[src/hdl/kblfp_pkg.sv]
// Shared types, constants and helpers for the keypad link frame parser.
`default_nettype none

package kblfp_pkg;

    localparam logic [7:0] START_BYTE   = 8'hAA;
    localparam logic [7:0] END_BYTE     = 8'h55;
    localparam logic [7:0] ACK_FIRST    = 8'h6B;   // 'k'
    localparam logic [3:0] ACK_CHK_IDX  = 4'd9;    // index at which the ack check byte is due
    localparam logic [3:0] KEY_FLAG_IDX = 4'd2;
    localparam logic [3:0] KEY_CHK_IDX  = 4'd3;
    localparam logic [3:0] KEY_END_IDX  = 4'd4;

    localparam logic [2:0] PH_HUNT     = 3'd0;
    localparam logic [2:0] PH_FIRST    = 3'd1;
    localparam logic [2:0] PH_ACK_TEXT = 3'd2;
    localparam logic [2:0] PH_ACK_END  = 3'd3;
    localparam logic [2:0] PH_KEY_BODY = 3'd5;
    localparam logic [2:0] PH_KEY_END  = 3'd6;

    typedef struct packed {
        logic [2:0] phase;
        logic [3:0] idx;
        logic [7:0] xsum;
        logic       tmatch;
        logic [7:0] code;
        logic [7:0] flag;
    } parse_state_t;

    typedef struct packed {
        logic       key_valid;
        logic [7:0] key_code;
        logic [7:0] key_flag;
        logic       link_ack;
    } parse_result_t;

    localparam parse_state_t STATE_RESET = '{
        phase:  PH_HUNT,
        idx:    4'd0,
        xsum:   8'd0,
        tmatch: 1'b1,
        code:   8'd0,
        flag:   8'd0
    };

    // characters of "keyboard"
    function automatic logic [7:0] ack_char(input logic [2:0] pos);
        logic [7:0] c;
        case (pos)
            3'd0:    c = 8'h6B;
            3'd1:    c = 8'h65;
            3'd2:    c = 8'h79;
            3'd3:    c = 8'h62;
            3'd4:    c = 8'h6F;
            3'd5:    c = 8'h61;
            3'd6:    c = 8'h72;
            default: c = 8'h64;
        endcase
        return c;
    endfunction

endpackage

`default_nettype wire

[src/hdl/kblfp_step.sv]
// Per-word frame parser update: next parse state and the result for one byte.
`default_nettype none

module kblfp_step (
    input  wire kblfp_pkg::parse_state_t  cur,
    input  wire logic [7:0]               rx_byte,
    output kblfp_pkg::parse_state_t       nxt,
    output kblfp_pkg::parse_result_t      res
);

    logic [3:0] idx_m1;

    assign idx_m1 = cur.idx - 4'd1;

    always_comb
    begin
        nxt = cur;
        res = '0;
        unique case (cur.phase)
            kblfp_pkg::PH_HUNT:
            begin
                if (rx_byte == kblfp_pkg::START_BYTE)
                begin
                    nxt       = kblfp_pkg::STATE_RESET;
                    nxt.idx   = 4'd1;
                    nxt.phase = kblfp_pkg::PH_FIRST;
                end
            end
            kblfp_pkg::PH_FIRST:
            begin
                nxt.code  = rx_byte;
                nxt.xsum  = cur.xsum ^ rx_byte;
                nxt.idx   = kblfp_pkg::KEY_FLAG_IDX;
                nxt.phase = (rx_byte == kblfp_pkg::ACK_FIRST) ? kblfp_pkg::PH_ACK_TEXT
                                                              : kblfp_pkg::PH_KEY_BODY;
            end
            kblfp_pkg::PH_ACK_TEXT:
            begin
                if (cur.idx < kblfp_pkg::ACK_CHK_IDX)
                begin
                    if (rx_byte != kblfp_pkg::ack_char(idx_m1[2:0]))
                        nxt.tmatch = 1'b0;
                    nxt.xsum = cur.xsum ^ rx_byte;
                    nxt.idx  = cur.idx + 4'd1;
                end
                else
                begin
                    nxt.phase = (rx_byte == cur.xsum && cur.tmatch) ? kblfp_pkg::PH_ACK_END
                                                                    : kblfp_pkg::PH_HUNT;
                end
            end
            kblfp_pkg::PH_ACK_END:
            begin
                res.link_ack = (rx_byte == kblfp_pkg::END_BYTE);
                nxt.phase    = kblfp_pkg::PH_HUNT;
            end
            kblfp_pkg::PH_KEY_BODY:
            begin
                if (cur.idx < kblfp_pkg::KEY_CHK_IDX)
                begin
                    nxt.flag = rx_byte;
                    nxt.xsum = cur.xsum ^ rx_byte;
                    nxt.idx  = kblfp_pkg::KEY_CHK_IDX;
                end
                else if (rx_byte == cur.xsum)
                begin
                    nxt.idx   = kblfp_pkg::KEY_END_IDX;
                    nxt.phase = kblfp_pkg::PH_KEY_END;
                end
                else
                begin
                    nxt.phase = kblfp_pkg::PH_HUNT;
                end
            end
            kblfp_pkg::PH_KEY_END:
            begin
                if (rx_byte == kblfp_pkg::END_BYTE)
                begin
                    res.key_valid = 1'b1;
                    res.key_code  = cur.code;
                    res.key_flag  = cur.flag;
                end
                nxt.phase = kblfp_pkg::PH_HUNT;
            end
            default:
            begin
                nxt.phase = kblfp_pkg::PH_HUNT;
            end
        endcase
    end

endmodule

`default_nettype wire

[src/hdl/keypad_link_frame_parser_core.sv]
// Top level of the keypad link frame parser: input register, parse state, result register.
`default_nettype none

// One received byte per word; every accepted word yields exactly one result word.
// A word is latched in the input register, then the parse update (one XOR, a few
// byte compares) runs combinationally into the result register, so the block
// sustains one word per clock while out_stall does not hold the result register.
// The result register holds while out_stall is high and it is valid; the input
// register keeps accepting until both are full; in_stall follows out_stall only
// when both stages are occupied. key_code and key_flag read zero unless key_valid is set.
module keypad_link_frame_parser_core (
    input  wire logic       clk,
    input  wire logic       rst_n,
    input  wire logic       in_valid,
    output logic            in_stall,
    input  wire logic [7:0] rx_byte,
    output logic            out_valid,
    input  wire logic       out_stall,
    output logic            key_valid,
    output logic [7:0]      key_code,
    output logic [7:0]      key_flag,
    output logic            link_ack
);

    logic                      s1_valid_reg;
    logic [7:0]                s1_byte_reg;
    kblfp_pkg::parse_state_t   state_reg;
    kblfp_pkg::parse_state_t   state_next;
    kblfp_pkg::parse_result_t  res_next;
    kblfp_pkg::parse_result_t  res_reg;
    logic                      out_valid_reg;
    logic                      adv;

    assign adv      = s1_valid_reg && (!out_valid_reg || !out_stall);
    assign in_stall = s1_valid_reg && !adv;

    kblfp_step u_step (
        .cur     (state_reg),
        .rx_byte (s1_byte_reg),
        .nxt     (state_next),
        .res     (res_next)
    );

    always_ff @(posedge clk or negedge rst_n)
    begin
        if (!rst_n)
        begin
            s1_valid_reg  <= 1'b0;
            out_valid_reg <= 1'b0;
            state_reg     <= kblfp_pkg::STATE_RESET;
        end
        else
        begin
            if (!in_stall)
                s1_valid_reg <= in_valid;
            if (adv)
            begin
                state_reg     <= state_next;
                out_valid_reg <= 1'b1;
            end
            else if (!out_stall)
            begin
                out_valid_reg <= 1'b0;
            end
        end
    end

    always_ff @(posedge clk)
    begin
        if (!in_stall && in_valid)
            s1_byte_reg <= rx_byte;
        if (adv)
            res_reg <= res_next;
    end

    assign out_valid = out_valid_reg;
    assign key_valid = res_reg.key_valid;
    assign key_code  = res_reg.key_code;
    assign key_flag  = res_reg.key_flag;
    assign link_ack  = res_reg.link_ack;

    a_one_kind: assert property (@(posedge clk) disable iff (!rst_n)
        out_valid |-> !(key_valid && link_ack))
        else $error("key and ack reported together");

    a_no_k_code: assert property (@(posedge clk) disable iff (!rst_n)
        out_valid && key_valid |-> key_code != kblfp_pkg::ACK_FIRST)
        else $error("key code 'k' delivered");

    a_key_phase: assert property (@(posedge clk) disable iff (!rst_n)
        adv && res_next.key_valid |-> state_reg.phase == kblfp_pkg::PH_KEY_END)
        else $error("key result outside key end phase");

    a_ack_phase: assert property (@(posedge clk) disable iff (!rst_n)
        adv && res_next.link_ack |-> state_reg.phase == kblfp_pkg::PH_ACK_END)
        else $error("ack result outside ack end phase");

    a_hold_state: assert property (@(posedge clk) disable iff (!rst_n)
        !adv |=> $stable(state_reg))
        else $error("parse state moved without a word");

endmodule

`default_nettype wire
[config.mk]
export PLATFORM = sky130hd
export DESIGN_NAME = keypad_link_frame_parser_core
export DESIGN_NICKNAME = d
export VERILOG_FILES = /design/src/hdl/kblfp_pkg.sv /design/src/hdl/kblfp_step.sv /design/src/hdl/keypad_link_frame_parser_core.sv
export SDC_FILE = /design/constraint.sdc
export NUM_CORES = 1
export LEC_CHECK = 0
export ABC_AREA = 1
export BUFFER_PORTS_ARGS = -buffer_cell sky130_fd_sc_hd__buf_4
export CAP_MARGIN = 10
export CORE_ASPECT_RATIO = 1.75
export CORE_MARGIN = 2
export CORE_UTILIZATION = 55
export DETAILED_ROUTE_END_ITERATION = 10
export GPL_TIMING_DRIVEN = 0
export PLACE_DENSITY = 0.77
export REMOVE_ABC_BUFFERS = 1
export SYNTH_ARGS = -nofsm -noshare
export SYNTH_HDL_FRONTEND = slang
export SYNTH_SLANG_ARGS = --single-unit
[constraint.sdc]
create_clock -name clk -period 6.9 [get_ports clk]
set_clock_uncertainty 0.05 [all_clocks]
set_input_delay 0 -clock clk [delete_from_list [all_inputs] [get_ports clk]]
set_output_delay 0 -clock clk [all_outputs]
set_load 0.05 [all_outputs]
== Word level (Yosys, flattened, before mapping) ==
Cells that the tools add are included.

* Flip-flop bits (word level): 60
* Input port bits: 12
* Word-level logic and storage cells: 87
* Output and inout bits: 20

* $add $sub $neg: 2
* Order comparisons: 2
* Reduce and logical (&&, ||, !) cells: 22
* Bitwise operators: 1
* Eq/ne operators: 24
* Muxes and demuxes: 23

{| class="wikitable"
|+ Operator list
! kind !! count
|-
| case mux 12 bit (4 select lines) || 1
|-
| case mux 5 bit (7 select lines) || 1
|-
| two-way mux 32 bit || 1
|-
| two-way mux 8 bit || 4
|-
| case mux 8 bit (2 select lines) || 2
|-
| two-way mux 17 bit || 1
|-
| equality test 8 x 7 -> 1 bit (second input constant) || 2
|-
| equality test 3 bit (second input constant) || 5
|-
| AND reduction 5 bit || 3
|-
| two-way mux 13 bit || 1
|-
| equality test 3 x 2 -> 1 bit (second input constant) || 4
|-
| two-way mux 3 bit || 4
|-
| case mux 3 bit (4 select lines) || 1
|-
| != test 2 x 1 -> 1 bit (second input constant) || 5
|-
| equality test 8 bit || 1
|-
| equality test 8 bit (second input constant) || 1
|-
| two-way mux 4 bit || 2
|-
| != test 8 bit || 1
|-
| AND reduction 4 bit || 2
|-
| bitwise XOR 8 bit || 1
|-
| equality test 3 x 1 -> 1 bit (second input constant) || 2
|-
| zero test 3 bit || 2
|-
| nonzero test 2 bit || 3
|-
| adder 4 x 1 -> 4 bit (second input constant) || 1
|-
| other kinds (14) || 23
|}

== Logic depth before layout (Yosys ltp) ==
* Depth in word-level cells: 9
* Mapped depth: 14
* Gate-level depth less buffers: 14

== By module ==
A second synthesis with hierarchy kept.

* Cells, all modules: 402
* Area total of the unflattened synthesis: 3339.5 um2

{| class="wikitable"
|+ Modules (own cells, without submodules)
! module !! area an instance (um2) !! cells an instance !! sequential area each (um2) !! instances
|-
| keypad_link_frame_parser_core || 2164.6 || 176 || 1632.8 || 1
|-
| kblfp_step || 1174.9 || 226 || 0.0 || 1
|}

== Least setup slack after synthesis ==
OpenSTA, ideal clock, no wires.

* Path kind: register to register
* Start: register out_valid_reg (netlist: out_valid)
* End: register state_reg[23] (netlist name)
* Setup time: 0.116 ns
* Data required time: 6.734 ns
* Path slack: 4.389 ns
* Clock period less this slack: 2.511 ns
* Buffers on the path: 0
* Arrival time: 2.344 ns
* Cell stages (with the launch flop): 9
* Path through: dfrtp_1 a21oi_1 nand2_4 inv_2 nand2_4 nor2_8 inv_2 nand2_1 nand2_1

* Word-level cells in the longest chain between the ends: 4

{| class="wikitable"
|+ Ends and longest elaborated chain
! element !! line !! source
|-
| start: declaration || keypad_link_frame_parser_core.sv:31 || <nowiki>logic out_valid_reg;</nowiki>
|-
| start signal: assignment || keypad_link_frame_parser_core.sv:49 || <nowiki>out_valid_reg <= 1'b0;</nowiki>
|-
| start signal: assignment || keypad_link_frame_parser_core.sv:59 || <nowiki>out_valid_reg <= 1'b1;</nowiki>
|-
| start signal: assignment || keypad_link_frame_parser_core.sv:63 || <nowiki>out_valid_reg <= 1'b0;</nowiki>
|-
| zero test 1 bit || keypad_link_frame_parser_core.sv:34 || <nowiki>assign adv = s1_valid_reg && (!out_valid_reg || !out_stall);</nowiki>
|-
| logical OR 1 bit || keypad_link_frame_parser_core.sv:34 ||
|-
| logical AND 1 bit || keypad_link_frame_parser_core.sv:34 ||
|-
| net adv || keypad_link_frame_parser_core.sv:32 || <nowiki>logic adv;</nowiki>
|-
| AND reduction 5 bit (no line) || n/a ||
|-
| end signal: assignment || keypad_link_frame_parser_core.sv:50 || <nowiki>state_reg <= kblfp_pkg::STATE_RESET;</nowiki>
|-
| end signal: assignment || keypad_link_frame_parser_core.sv:58 || <nowiki>state_reg <= state_next;</nowiki>
|-
| end: declaration || keypad_link_frame_parser_core.sv:27 || <nowiki>kblfp_pkg::parse_state_t state_reg;</nowiki>
|}

The timed path passes the listed nets, and every way through them passes these cells.
A chain may end at the register's enable or synchronous reset.

== Final worst setup path ==
* Start: register state_reg[29] (netlist name)
* End: register state_reg[0] (netlist name)

* Word-level cells in the longest chain between the ends: 3
* Elaborated cells on any way between the ends: 7
* Classes of those cells: eq/ne (3); mux (1); reduce/logical (3)

{| class="wikitable"
|+ Ends and longest elaborated chain
! element !! line !! source
|-
| equality test 3 bit or zero test 3 bit (tied branches) || kblfp_step.sv:19 || <nowiki>unique case (cur.phase)</nowiki>
|-
| != test 2 x 1 -> 1 bit (no line) or nonzero test 2 bit (tied branches) || n/a ||
|-
| AND reduction 4 bit (no line) || n/a ||
|}

Parallel ways exist; a longest one is shown, timed or not.

==> metrics.md <==
| Metric | Value |
|---|---|
| Max cap viols | `0` |
| Pwr dens | `around 360 mW/mm^2` |
| Post-layout util | `69.6%` |
| Post-CTS Resized | `0` |
| Req. time, crit path | `7.10 ns` |
| Vias in the first global route | `2,326` |
| Layout area overhead | `20.8%` |
| # diodes | `0` |
| Sink Count | `60` |
| Port bufs | `31` |
| Via-to-Cell Ratio | `between 4 and 5` |
| Slew HR | `between 60% and 70%` |
| Cell taking the most area after synthesis | `dfrtp_1` |
| # hold bufs at CTS | `12` |
| Largest cells by area after synthesis | `dfrtp_1, edfxtp_1, nand2_1` |
| Kind of critical path | `flip-flop to flip-flop` |
| DRT antenna net count | `0` |
| Clk root buf | `clkbuf_8` |
| TNS Setup | `0 ns` |
| Synth Instances | `about 340` |
| CP Cell Sequence | `nand2_1 -> nor2_2 -> nand2_2 -> a21oi_4 -> nand3_1 -> o21ai_0` |
| Global Route Usage Sum | `a little over a fifth` |
| Yosys reg bits | `60` |
| Initial Utilization | `between 50 and 60%` |
| Pins over their slew limit | `0` |
| Remaining DRCs | `0` |
| # rows | `35` |
| Seq/Total Area, Yosys | `53.5%` |
| Largest net degree at the start of global routing | `35` |
| Crit path DAT | `2.48 ns` |
| Clock tree from TritonCTS | `built` |
| Leak | `around 1.7 nW` |
| WL final | `5650 um` |
| Yosys cell types | `31` |
| VDD IR max | `between 200 and 250 uV` |
| Critical path origin | `state_reg[29]$_DFFE_PN0P_` |
| Max Root-Sink Buffers | `2` |
| Post-CTS setup buffer count | `0` |
| Commonest non-fill, non-tap cells in the layout | `nand2_1, inv_1, nand3_1` |
| Tmin final | `2.28 ns` |
| Top Ports | `32` |
| Hold/Removal Path Class | `primary input to async pin` |
| Cells after DPL | `approximately 440` |
| Synthesized area | `~0.0031 mm^2` |
| Worst Setup Start Kind | `flip-flop` |
| Die height | `slightly above 100 um` |
| First drt pass iteration count | `4` |
| Placed inst area | `about 0.0033 mm^2` |
| Initial DRC count | `80` |
| DP Wirelength | `4120 um` |
| Slowest stage cell on the critical path | `dfrtp_1` |
| Top cell type's share of synthesized area | `a little over a quarter` |
| Slew @ Worst Pin | `roughly 0.57 ns` |
| F_max | `438 MHz` |
| Fin crit share | `about a third` |
| Crit end category | `flip-flop` |
| CP Max Fanout | `16` |
| Synth Area per Inst | `around 8.9 um^2` |
| Num CTS Buffers | `9` |
| Status | `finished, final reports clean` |
| Final Setup Violations | `0` |
| Cell Count, Final, Fillers Out | `470` |
| Die width | `60.3 um` |
| Reg2reg start | `state_reg[29]$_DFFE_PN0P_` |
| Share of cells above drive strength 1 | `between 20 and 25%` |
| Critical path's largest stage delay | `between 0.6 and 0.7 ns` |
| First-pass GRT wire length | `around 9600 um` |
| Unrepaired setup endpoints after global routing | `false` |
| Htree depth | `3` |
| Final Cell Area | `approximately 0.0037 mm^2` |
| CORE AREA | `0.00530 mm^2` |
| Top delay family on crit path | `simple AND/OR/NAND/NOR gates` |
| Area of the die | `just over 0.006 mm^2` |
| Max reg flops | `32` |
| Bufs and invs on worst path | `0` |
| Layout Nets | `about 400` |
| DR vias | `~2,300` |
| Routed len/inst | `~12 um` |
| Clock transition at path regs | `0.07 ns` |
| Initial antenna violation count | `0` |
| Clock Latency Late Sink | `between 0.3 and 0.4 ns` |
| Commonest non-fill, non-tap cell in the layout | `nand2_1` |
| Synth warn | `0` |
| Final hold viol count | `0` |
| FILL cells | `approximately 430` |
| Total grt overflow | `0` |
| Final GP Congestion | `0.860` |
## stage by stage
stage,hold slack (ns),setup WS (ns),power [W]
floorplan,-0.346,4.38,0.000862
finish,0.102,4.62,0.00132
CTS,0.115,4.62,0.00132
global placement,-0.0768,4.16,0.000947
detailed placement,-0.0708,4.62,0.000969
global route,0.135,4.34,0.00141
## metal layers
layer / GRT usage, % / part of all wire (%) / vias up
met5: 0 / 0 / -
met4: 12.6 / 2.6 / 0
met3: 4.27 / 3.8 / 13
met2: 37.5 / 55 / 54
met1: 22.1 / 39 / 1069
li1: - / - / 1180
## cells by family (layout without fill, tap and decap cells)
logic type | after synthesis | after routing | share of synthesized area (%)
adder cells (fa/ha/maj) | 5 | 5 | 2.05
buffers and inverters | 59 | 112 | 8.11
AND/OR/NAND/NOR | 187 | 187 | 29.1
flip-flops | 60 | 60 | 53.5
XOR/XNOR | 9 | 9 | 2.58
AO/OA/AOI/OAI | 23 | 23 | 4.63
## where the power goes
part           total [W]  internal (W)  switching (W)
registers       0.000530      0.000467      0.0000627
clock network   0.000346      0.000205       0.000142
logic           0.000440      0.000146       0.000294
## cell type report
cell class,instances,area (um^2),area share [%]
well taps,74,92.6,2.51
flip-flops and latches,60,1630,44.3
inverters,52,195,5.29
clock buffers,9,124,3.36
clock inverters,7,98.8,2.68
repair buffers,44,368,9.98
multi-input cells,224,1180,31.9
## Yosys cell counts
cell type	n
dfrtp_1	33
o21ai_0	16
xor2_1	5
clkbuf_1	1
buf_6	3
xnor2_1	4
nand3_2	3
nor2_1	32
nand3b_1	1
nand2_2	2
dfstp_2	1
buf_2	3
nor3_2	1
inv_1	47
ha_1	5
nand2_1	85
nand4_1	3
nand3_1	34
a21oi_1	2
nor2_4	1
nor3_1	4
or2_2	1
nor2_8	1
nand2_4	2
edfxtp_1	26
a31o_2	1
a21oi_4	1
o21ai_2	3
inv_2	5
nor4_4	1
nor2_2	16
## final timing paths
check	end	slack [ns]	cells past startpoint
worst min register to register	state_reg[16]$_DFFE_PN1P_	0.42	2
worst max register to register	state_reg[0]$_DFFE_PN0P_	4.62	6
worst min-delay path	state_reg[20]$_DFFE_PN0P_	0.10	2
min in group clk	s1_byte_reg[6]$_DFFE_PP_	0.34	2
max in group asynchronous	state_reg[16]$_DFFE_PN1P_	6.36	2
worst max-delay path	state_reg[0]$_DFFE_PN0P_	4.62	6
No activity file was read; power rests on OpenSTA's default activity.
